## src/hdl/rtph_pkg.sv

```systemverilog
// Shared constants and types for the RTP fixed-header parser.
// Used by rtph_capture, rtph_eval and rtp_header_parser; no dependencies.
package rtph_pkg;

  // Width of the packet byte counter. The counter saturates at all ones.
  localparam int COUNT_BITS = 16;
  localparam int CNT_W      = COUNT_BITS;
  localparam logic [CNT_W-1:0] CNT_MAX = {CNT_W{1'b1}};

  // Fixed header is 12 bytes; 12 + 4*CC needs 7 bits.
  localparam int HL_W = 7;
  localparam logic [HL_W-1:0] HDR_FIXED = 7'd12;

  // Full header: 12 + 60 + 4 + 4*65535 fits in 19 bits.
  localparam int HDR_W  = 19;
  // Signed difference of byte count and header (plus pad byte).
  localparam int DIFF_W = HDR_W + 1;
  localparam int LEN_W  = 16;

  // Result status codes
  localparam logic [2:0] ST_OK        = 3'd0;
  localparam logic [2:0] ST_UNDER_12  = 3'd1;
  localparam logic [2:0] ST_NO_EXT    = 3'd2;
  localparam logic [2:0] ST_SHORT_HDR = 3'd3;
  localparam logic [2:0] ST_BAD_PAD   = 3'd4;
  localparam logic [2:0] ST_TOO_LONG  = 3'd5;

  // Packet state frozen on the last byte
  typedef struct packed {
    logic [7:0]       flags;
    logic [7:0]       mtype;
    logic [15:0]      seq;
    logic [31:0]      stamp;
    logic [31:0]      source;
    logic [15:0]      ext;
    logic [CNT_W-1:0] size;
    logic             ovf;
    logic [7:0]       pad_byte;
  } snap_t;

  // Result beat, first member in the highest bits (status lands at bit 0)
  typedef struct packed {
    logic [LEN_W-1:0] payload_length;
    logic [LEN_W-1:0] payload_offset;
    logic [31:0]      source_id;
    logic [31:0]      time_stamp;
    logic [15:0]      sequence_res;
    logic [6:0]       payload_type;
    logic             marker;
    logic [3:0]       csrc_count;
    logic             has_extension;
    logic             has_padding;
    logic [1:0]       version;
    logic [2:0]       status;
  } res_t;

  localparam int RES_W = $bits(res_t);
  localparam int OUT_W = ((RES_W + 7) / 8) * 8;

endpackage

```

## src/hdl/rtph_capture.sv

```systemverilog
// Byte capture for the RTP parser: counts bytes, latches the header words
// and freezes them into a snapshot on the last byte. Depends on rtph_pkg.
module rtph_capture (
  input  logic           clk,
  input  logic           rst_n,
  input  logic           in_tvalid,
  output logic           in_tready,
  input  logic [7:0]     in_tdata,
  input  logic           in_tlast,
  output logic           snap_valid,
  input  logic           snap_ready,
  output rtph_pkg::snap_t snap
);
  import rtph_pkg::*;

  logic [CNT_W-1:0] count_r, count_nxt;
  logic [7:0]       flags_r, flags_nxt;
  logic [7:0]       mtype_r, mtype_nxt;
  logic [15:0]      seq_r, seq_nxt;
  logic [31:0]      stamp_r, stamp_nxt;
  logic [31:0]      source_r, source_nxt;
  logic [15:0]      ext_r, ext_nxt;
  logic             ovf_r, ovf_nxt;
  logic             snap_v_r;
  snap_t            snap_r;
  logic [HL_W-1:0]  hl;
  logic             take;

  assign take      = in_tvalid && in_tready;
  assign in_tready = !snap_v_r || snap_ready;
  assign hl        = HDR_FIXED + {1'b0, flags_r[3:0], 2'b00};

  always_comb begin
    count_nxt  = count_r;
    flags_nxt  = flags_r;
    mtype_nxt  = mtype_r;
    seq_nxt    = seq_r;
    stamp_nxt  = stamp_r;
    source_nxt = source_r;
    ext_nxt    = ext_r;
    ovf_nxt    = ovf_r;

    if (count_r == '0) begin
      flags_nxt = in_tdata;
    end else if (count_r == CNT_W'(1)) begin
      mtype_nxt = in_tdata;
    end else if (count_r < CNT_W'(4)) begin
      seq_nxt = {seq_r[7:0], in_tdata};
    end else if (count_r < CNT_W'(8)) begin
      stamp_nxt = {stamp_r[23:0], in_tdata};
    end else if (count_r < CNT_W'(12)) begin
      source_nxt = {source_r[23:0], in_tdata};
    end else if (count_r == CNT_W'(hl + 7'd2) || count_r == CNT_W'(hl + 7'd3)) begin
      // extension length word sits after the CSRC list and profile field
      ext_nxt = {ext_r[7:0], in_tdata};
    end

    if (count_r == CNT_MAX) begin
      ovf_nxt = 1'b1;
    end else begin
      count_nxt = count_r + 1'b1;
    end
  end

  always_ff @(posedge clk) begin
    if (!rst_n) begin
      count_r  <= '0;
      flags_r  <= '0;
      mtype_r  <= '0;
      seq_r    <= '0;
      stamp_r  <= '0;
      source_r <= '0;
      ext_r    <= '0;
      ovf_r    <= 1'b0;
      snap_v_r <= 1'b0;
    end else begin
      if (in_tready) begin
        snap_v_r <= take && in_tlast;
      end
      if (take) begin
        if (in_tlast) begin
          count_r  <= '0;
          flags_r  <= '0;
          mtype_r  <= '0;
          seq_r    <= '0;
          stamp_r  <= '0;
          source_r <= '0;
          ext_r    <= '0;
          ovf_r    <= 1'b0;
        end else begin
          count_r  <= count_nxt;
          flags_r  <= flags_nxt;
          mtype_r  <= mtype_nxt;
          seq_r    <= seq_nxt;
          stamp_r  <= stamp_nxt;
          source_r <= source_nxt;
          ext_r    <= ext_nxt;
          ovf_r    <= ovf_nxt;
        end
      end
    end
  end

  always_ff @(posedge clk) begin
    if (take && in_tlast) begin
      snap_r.flags    <= flags_nxt;
      snap_r.mtype    <= mtype_nxt;
      snap_r.seq      <= seq_nxt;
      snap_r.stamp    <= stamp_nxt;
      snap_r.source   <= source_nxt;
      snap_r.ext      <= ext_nxt;
      snap_r.size     <= count_nxt;
      snap_r.ovf      <= ovf_nxt;
      snap_r.pad_byte <= in_tdata;
    end
  end

  assign snap_valid = snap_v_r;
  assign snap       = snap_r;

  a_last_clears: assert property (@(posedge clk) disable iff (!rst_n)
    take && in_tlast |=> count_r == '0 && snap_v_r)
    else $error("capture state not cleared after last beat");

  a_ovf_at_max: assert property (@(posedge clk) disable iff (!rst_n)
    ovf_r |-> count_r == CNT_MAX)
    else $error("overflow flag set below saturated count");

  a_snap_ovf_size: assert property (@(posedge clk) disable iff (!rst_n)
    snap_v_r && snap_r.ovf |-> snap_r.size == CNT_MAX)
    else $error("overflowed snapshot without saturated size");

endmodule

```

## src/hdl/rtph_eval.sv

```systemverilog
// Header length and status evaluation for the RTP parser: two register
// stages from packet snapshot to result beat. Depends on rtph_pkg.
module rtph_eval (
  input  logic                       clk,
  input  logic                       rst_n,
  input  logic                       snap_valid,
  output logic                       snap_ready,
  input  rtph_pkg::snap_t            snap,
  output logic                       out_tvalid,
  input  logic                       out_tready,
  output logic [rtph_pkg::OUT_W-1:0] out_tdata
);
  import rtph_pkg::*;

  // stage 2: header length and early status
  logic             s2_v_r;
  snap_t            s2_snap_r;
  logic [HDR_W-1:0] s2_hdr_r;
  logic             s2_fail_r;
  logic [2:0]       s2_st_r;

  logic [HL_W-1:0]  hdr_base;
  logic [HDR_W-1:0] ext_len;
  logic [HDR_W-1:0] hdr_full;
  logic             pre_fail;
  logic [2:0]       pre_st;

  // output stage
  logic             out_v_r;
  res_t             out_res_r;
  res_t             res;
  logic [DIFF_W-1:0] d_raw;
  logic [DIFF_W-1:0] d_pad;
  logic             short_hdr;
  logic             pad_cut;
  logic             bad_pad;
  logic [2:0]       st;

  logic out_adv;
  logic s2_adv;

  assign out_adv    = !out_v_r || out_tready;
  assign s2_adv     = !s2_v_r || out_adv;
  assign snap_ready = s2_adv;

  always_comb begin
    hdr_base = HDR_FIXED + {1'b0, snap.flags[3:0], 2'b00};
    ext_len  = HDR_W'({snap.ext, 2'b00}) + HDR_W'(4);
    hdr_full = HDR_W'(hdr_base) + (snap.flags[4] ? ext_len : '0);

    pre_fail = 1'b1;
    if (snap.ovf) begin
      pre_st = ST_TOO_LONG;
    end else if (snap.size < CNT_W'(HDR_FIXED)) begin
      pre_st = ST_UNDER_12;
    end else if (snap.flags[4] && snap.size < CNT_W'(hdr_base + 7'd4)) begin
      pre_st = ST_NO_EXT;
    end else begin
      pre_st   = ST_OK;
      pre_fail = 1'b0;
    end
  end

  always_comb begin
    d_raw     = DIFF_W'(s2_snap_r.size) - DIFF_W'(s2_hdr_r);
    d_pad     = DIFF_W'(s2_snap_r.size) - DIFF_W'(s2_hdr_r) - DIFF_W'(s2_snap_r.pad_byte);
    short_hdr = d_raw[DIFF_W-1];
    // padding only trimmed from a non-empty payload
    pad_cut   = s2_snap_r.flags[5] && !short_hdr && d_raw != '0;
    bad_pad   = pad_cut && d_pad[DIFF_W-1];

    if (s2_fail_r) begin
      st = s2_st_r;
    end else if (short_hdr) begin
      st = ST_SHORT_HDR;
    end else if (bad_pad) begin
      st = ST_BAD_PAD;
    end else begin
      st = ST_OK;
    end

    res.status        = st;
    res.version       = s2_snap_r.flags[7:6];
    res.has_padding   = s2_snap_r.flags[5];
    res.has_extension = s2_snap_r.flags[4];
    res.csrc_count    = s2_snap_r.flags[3:0];
    res.marker        = s2_snap_r.mtype[7];
    res.payload_type  = s2_snap_r.mtype[6:0];
    res.sequence_res  = s2_snap_r.seq;
    res.time_stamp    = s2_snap_r.stamp;
    res.source_id     = s2_snap_r.source;
    if (st == ST_OK) begin
      res.payload_offset = s2_hdr_r[LEN_W-1:0];
      res.payload_length = pad_cut ? d_pad[LEN_W-1:0] : d_raw[LEN_W-1:0];
    end else begin
      res.payload_offset = '0;
      res.payload_length = '0;
    end
  end

  always_ff @(posedge clk) begin
    if (!rst_n) begin
      s2_v_r  <= 1'b0;
      out_v_r <= 1'b0;
    end else begin
      if (s2_adv) begin
        s2_v_r <= snap_valid;
      end
      if (out_adv) begin
        out_v_r <= s2_v_r;
      end
    end
  end

  always_ff @(posedge clk) begin
    if (s2_adv && snap_valid) begin
      s2_snap_r <= snap;
      s2_hdr_r  <= hdr_full;
      s2_fail_r <= pre_fail;
      s2_st_r   <= pre_st;
    end
    if (out_adv && s2_v_r) begin
      out_res_r <= res;
    end
  end

  assign out_tvalid = out_v_r;
  assign out_tdata  = {{(OUT_W - RES_W){1'b0}}, out_res_r};

  a_ok_offset: assert property (@(posedge clk) disable iff (!rst_n)
    out_v_r && out_res_r.status == ST_OK |-> out_res_r.payload_offset >= 16'd12)
    else $error("ok result with offset inside fixed header");

  a_fail_zero: assert property (@(posedge clk) disable iff (!rst_n)
    out_v_r && out_res_r.status != ST_OK
      |-> out_res_r.payload_offset == '0 && out_res_r.payload_length == '0)
    else $error("failed result carries payload offset or length");

  a_ovf_first: assert property (@(posedge clk) disable iff (!rst_n)
    s2_v_r && s2_snap_r.ovf |-> s2_fail_r && s2_st_r == ST_TOO_LONG)
    else $error("overflow not given top priority");

endmodule

```

## src/hdl/rtp_header_parser.sv

```systemverilog
// RTP fixed-header parser, top level.
// Instantiates rtph_capture and rtph_eval; depends on rtph_pkg.
//
// Input: one packet byte per beat on in_tdata[7:0], in_tlast on the final
// byte of the packet. Output: one result beat per packet, after its last
// byte, carrying the header fields, payload offset/length and a status.
// Throughput: one byte per cycle sustained; in_tready stays high while the
// result path has room, including while a finished result waits.
// After the edge that accepts the last byte, the result passes the snapshot
// register, the header-length register and the result register to out_tvalid.
// Reset (rst_n low, synchronous) clears the byte counter, captured header
// words and all valid flags; no packet is in flight afterwards.
// If the receiver stalls, the result is held; the two internal stages
// keep filling, then in_tready drops until out_tready frees a slot.
// Lengths above 2^COUNT_BITS-1 bytes saturate the counter and report the
// too-long status.
module rtp_header_parser (
  input  logic                       clk,
  input  logic                       rst_n,
  input  logic                       in_tvalid,
  output logic                       in_tready,
  input  logic [7:0]                 in_tdata,   // [7:0] data_byte
  input  logic                       in_tlast,
  output logic                       out_tvalid,
  input  logic                       out_tready,
  // [2:0] status, [4:3] version, [5] has_padding, [6] has_extension,
  // [10:7] csrc_count, [11] marker, [18:12] payload_type,
  // [34:19] sequence_res, [66:35] time_stamp, [98:67] source_id,
  // [114:99] payload_offset, [130:115] payload_length, [135:131] zero
  output logic [rtph_pkg::OUT_W-1:0] out_tdata
);
  import rtph_pkg::*;

  logic  snap_valid;
  logic  snap_ready;
  snap_t snap;

  rtph_capture u_capture (
    .clk        (clk),
    .rst_n      (rst_n),
    .in_tvalid  (in_tvalid),
    .in_tready  (in_tready),
    .in_tdata   (in_tdata),
    .in_tlast   (in_tlast),
    .snap_valid (snap_valid),
    .snap_ready (snap_ready),
    .snap       (snap)
  );

  rtph_eval u_eval (
    .clk        (clk),
    .rst_n      (rst_n),
    .snap_valid (snap_valid),
    .snap_ready (snap_ready),
    .snap       (snap),
    .out_tvalid (out_tvalid),
    .out_tready (out_tready),
    .out_tdata  (out_tdata)
  );

endmodule

```

## config.mk

```make
export PLATFORM = sky130hd
export DESIGN_NAME = rtp_header_parser
export DESIGN_NICKNAME = d
export VERILOG_FILES = /design/src/hdl/rtph_pkg.sv /design/src/hdl/rtph_capture.sv /design/src/hdl/rtph_eval.sv /design/src/hdl/rtp_header_parser.sv
export SDC_FILE = /design/constraint.sdc
export NUM_CORES = 1
export LEC_CHECK = 0
export ABC_AREA = 0
export BUFFER_PORTS_ARGS = -buffer_cell sky130_fd_sc_hd__buf_2
export CORE_ASPECT_RATIO = 0.7
export CORE_MARGIN = 10
export CORE_UTILIZATION = 45
export DETAILED_ROUTE_END_ITERATION = 10
export PLACE_DENSITY = 0.64
export SKIP_CTS_REPAIR_TIMING = 1
export SYNTH_ARGS = -nofsm -noshare
export SYNTH_HDL_FRONTEND = slang
export SYNTH_SLANG_ARGS = --single-unit
export TNS_END_PERCENT = 10
```

## constraint.sdc

```tcl
create_clock -name clk -period 16.5 [get_ports clk]
set_clock_uncertainty 0.05 [all_clocks]
set_input_delay 1.65 -clock clk [delete_from_list [all_inputs] [get_ports clk]]
set_output_delay 1.65 -clock clk [all_outputs]
set_load 0.03 [all_outputs]
```

* Yosys cells after proc, flatten, opt, wreduce, memory -nomap -nowiden *
Cells that the tools add are included.

word-level totals
  register bits = 543
  word-level logic and storage cells = 121
  output and inout port bits = 138
  input port bits = 13

cells by class
  $lt $le $gt $ge = 5
  reduce and logical (&&, ||, !) cells = 20
  equality and inequality tests = 4
  mux-type cells = 39
  $add $sub $neg = 10

operators with widths
  kind                                                                            count
  32-bit 2-to-1 mux                                                               11
  16-bit 2-to-1 mux                                                               14
  16-bit by 4-bit less-than comparator with 1-bit output (second input constant)  3
  8-bit 2-to-1 mux                                                                5
  16-bit equality test                                                            2
  20-bit nonzero test                                                             1
  16-bit by 19-bit subtractor with 20-bit output                                  1
  20-bit by 8-bit subtractor with 20-bit output                                   1
  18-bit by 3-bit adder with 19-bit output (second input constant)                1
  7-bit by 19-bit adder with 19-bit output                                        1
  19-bit 2-to-1 mux                                                               1
  16-bit by 1-bit adder with 16-bit output (second input constant)                1
  7-bit by 2-bit adder with 8-bit output (second input constant)                  2
  16-bit by 1-bit equality test with 1-bit output (second input constant)         1
  16-bit equality test (second input constant)                                    1
  16-bit logical NOT                                                              1
  16-bit less-than comparator                                                     1
  16-bit by 3-bit less-than comparator with 1-bit output (second input constant)  1
  4-bit by 6-bit adder with 7-bit output (first input constant)                   2
  3-bit 2-to-1 mux                                                                4
  7-bit by 3-bit adder with 8-bit output (second input constant)                  1
  1-bit logical AND                                                               8
  1-bit logical NOT                                                               4
  1-bit logical OR                                                                4
  4 further kinds                                                                 6

* Depth between registers and ports, before layout *
  depth in word-level cells = 11
  depth in mapped cells = 15
  mapped depth without buffers = 15

* Hierarchy *
A second synthesis with hierarchy kept.

second synthesis, totals
  cells, all modules = 1634
  area, all modules = 21972.3 um2

by module, submodules not included
  module        area each (um2)  cells an instance  times used  seq. area each (um2)
  rtph_eval     11024.3          695                1           8147.8
  rtph_capture  10948.0          939                1           6716.4

* Worst setup path before layout *
No wires, ideal clock.

  path type = input -> register
  start point = in out_tready
  end point = reg u_eval.s2_snap_r (netlist bit u_eval.res[10]) (enable)
  stages = 2
  library setup time = 0.857 ns
  path buffers = 0
  path slack = 3.680 ns
  data required time = 15.593 ns
  data arrival time = 11.913 ns
  cells stage by stage = nor2b_1 a21boi_0

on the way
  word-level cells in the longest chain between the ends = 3

ends and longest elaborated chain
  element                 RTL line                 source
  start: declaration      rtp_header_parser.sv:25  input logic out_tready,
  1-bit logical OR        rtph_eval.sv:42          assign out_adv = !out_v_r || out_tready;
  1-bit logical OR        rtph_eval.sv:43          assign s2_adv = !s2_v_r || out_adv;
  1-bit logical AND       rtph_eval.sv:116         if (s2_adv && snap_valid) begin
  end signal: assignment  rtph_eval.sv:117         s2_snap_r <= snap;
  end: declaration        rtph_eval.sv:17          snap_t s2_snap_r;

No other way between the ends.
A chain may end at the register's enable or synchronous reset.

* Final worst setup path *
  start point = in out_tready
  end point = out in_tready

on the way
  word-level cells in the longest chain between the ends = 3

ends and longest elaborated chain
  element           RTL line                 source
  1-bit logical OR  rtph_eval.sv:42
  1-bit logical OR  rtph_eval.sv:43
  1-bit logical OR  rtph_capture.sv:30       assign in_tready = !snap_v_r || snap_ready;
  end: declaration  rtp_header_parser.sv:21  output logic in_tready,

No other way between the ends.

==> metrics <==
status=complete, no violations; Syn Inst Count=1578; Final Hold Fails=0; Max-slew headroom=21.9%; DRT Pass-1 Iters=5; CTS H-tree lvls=2; DP Worst Slack=11.98 ns; largest net degree at the start of global routing=142; vias per cell=5.22; max_cap viols=0; sequential cell area fraction in the yosys report=68.2%; Initial Util=45.5%; Final WS setup=12.11 ns; synthesized flop and latch total=539; area delta synth->final=13.9%; main combinational cell family by area after synthesis=simple AND/OR/NAND/NOR gates; Root Buffer=clkbuf_16; r2r setup slk=12.39 ns; drt drc=0; dominant cells by area after synthesis=edfxtp_1 56%, dfxtp_1 12%, a22oi_1 4.3%; IO Count=151; placed cell areas=23100 sq um; RSZ-0062 raised after global routing=no; worst vdd ir=0.0916 mV; GR Overflow Total=0; Post-Syn Area=21800 sq um; XOR/XNOR Fraction of Synth Area=2.57%; die area=57800 sq um; total CTS buffers=51; commonest non-fill, non-tap cell in the layout=edfxtp_1; via count=12580; Leakage=8.88 nW; Slew Viols, Final=0; syn avg cell area=13.8 sq um; Nets=1767; gpl congestion=0.849; Rows=67; Crit path arrival time=2.69 ns; YS warnings=0; Setup CP Type=input pin to output pin; final setup vio count=0; placed insts=2314; post-DR wirelength/cell=18.7 microns; Iter 0 DRT Violations=1023; clk_lat worst skew=0.59 ns; setup total negative slack=0 ns; final instance area=24800 sq um; fin crit period=4.39 ns; worst-margin pin slew=1.17 ns; Die W=283 microns; Worst Path Max Fanout=5; Synth Flop Type=edfxtp_1; DP HPWL=29.0 mm; total track usage=15.1%; ratio of cells with drive above 1 in the final layout=19.3%; Worst setup SP type=input pin; compound-cell area share of the yosys netlist=8.15%; maximum buffer depth of the clock tree=3; initial antenna violation count=2; Worst EP required=14.80 ns; Synth top area share=56.1%; Die H=204 microns; post-synthesis simple-gate area fraction=11.3%; Detailed Route WL=45.0 mm; Synth async-reset ratio=0%; via count of the first global-routing pass=12122; Cell Pwr Density=113 nW/um^2; Non-Filler Instances=2408; most frequent cells in the layout=407 x edfxtp_1, 143 x buf_2, 142 x nor2b_1, 132 x dfxtp_1, 131 x nand2_1; EDFF count, synth=407; Placeable Area=47900 sq um; cell taking the most area after synthesis=edfxtp_1; fill count=3983; CTS sink cnt=539; Fmax=228 MHz; multiplexer area fraction after synthesis=4.56%; DRT antenna net count=0; global-route wire length before repair=70.2 mm; CTS clock-pin slew for the worst setup and hold paths=0.06 ns; Port-buffer cells=143; Crit. End Element=output pin; Synth Area in Adders=2.51%; synth unique cells=78; final period utilization=26.6%; CTS tree=built; Hold Crit Class=register to register
report_power, final:
group / total (mW) / internal, mW / switching [mW]
Clock: 1.18 / 0.683 / 0.496
Combinational: 0.129 / 0.0400 / 0.0886
Sequential: 1.49 / 1.48 / 0.0123
through the flow:
stage          utilization, %  power, mW  hold slack (ns)
3_3_place_gp             48.3       1.65            0.354
4_1_cts                  51.9       2.83            0.366
3_5_place_dp             48.3       1.65            0.355
6_report                 51.9       2.80            0.365
2_1_floorplan               -       1.62            0.350
5_1_grt                  51.9       2.90            0.371
per-layer routing:
layer | global-route usage (%) | part of all wire, % | routed length [microns] | vias up
met5 | 0 | 0 | 0 | -
met4 | 4.08 | 1.7 | 762 | 0
met3 | 2.90 | 5.1 | 2300 | 54
met2 | 22.6 | 44 | 19800 | 271
met1 | 22.1 | 49 | 22100 | 6211
li1 | - | - | - | 6044
worst max-delay path: stages:
cell and delay, ns:
buf_2 0.09, nor2b_1 0.46, nand3_1 0.25, buf_2 0.24
logic make-up (layout without fill, tap and decap cells):
logic type	count (synthesis)	in the layout
and+or+nand+nor	466	466
buffers and inverters	131	299
other	2	9
adders and majority gates	42	42
xor gates and xnor gates	63	63
AOI/OAI and AO/OA	246	246
muxes	89	89
DFF	539	539
cell usage after synthesis (3+ instances only):
cell       instances
xor2_1            18
buf_2              7
nor2b_1          143
nor4_1             7
o21ai_1            4
a31o_2             4
o21ai_0           19
dfxtp_1          132
edfxtp_1         407
fa_1               3
clkbuf_1          61
mux2_1            12
nand3_1           20
a21oi_1           31
a21boi_0           6
buf_4             10
mux2_2            71
nand3b_1           3
o2111ai_1          3
o31ai_1            3
inv_1             47
or4_1              7
nand4_1           10
nand2_1          131
a21o_1             9
nor2_1            69
buf_6              3
a311oi_2           3
nand2b_1          11
o211ai_1           3
or3_1              6
o21a_1             4
and2_1            13
ha_1              39
a211oi_1           5
mux2i_1            6
a31oi_1            9
o22ai_1            4
and3_1             8
a22oi_1          124
nor3_1            15
xnor2_1           44
registers in the layout (all words and copies together), names as in the netlist, 16 cells and up:
signal	flops
u_capture.ext_r	16
u_eval.res	96
u_eval.s2_snap_r	24
u_eval.out_tdata	129
u_capture.count_r	16
u_capture.seq_r	16
u_eval.s2_hdr_r	17
u_capture.source_r	32
u_capture.snap	137
u_capture.stamp_r	32
layout make-up:
class                      instances  area, sq um  share of cell area, %
timing repair buffer             159          848                   3.42
inverter                          47          181                  0.731
multi-input combinational        914         6420                   25.8
sequential                       539        14900                   59.9
clock inverter                    25          282                   1.13
antenna                            1         2.50                 0.0101
clock buffer                      68         1410                   5.68
tap                              655          820                   3.30
path summary, 6_finish.rpt:
path,from,depth (start not counted),end
max,out_tready,4,in_tready
max reg2reg,u_eval.s2_hdr_r[2],12,u_eval.out_tdata[116]
min reg2reg,u_capture.snap[74],0,u_eval.res[36]
min,u_capture.snap[74],0,u_eval.res[36]
Note: power is estimated with default switching activity, not from simulation.
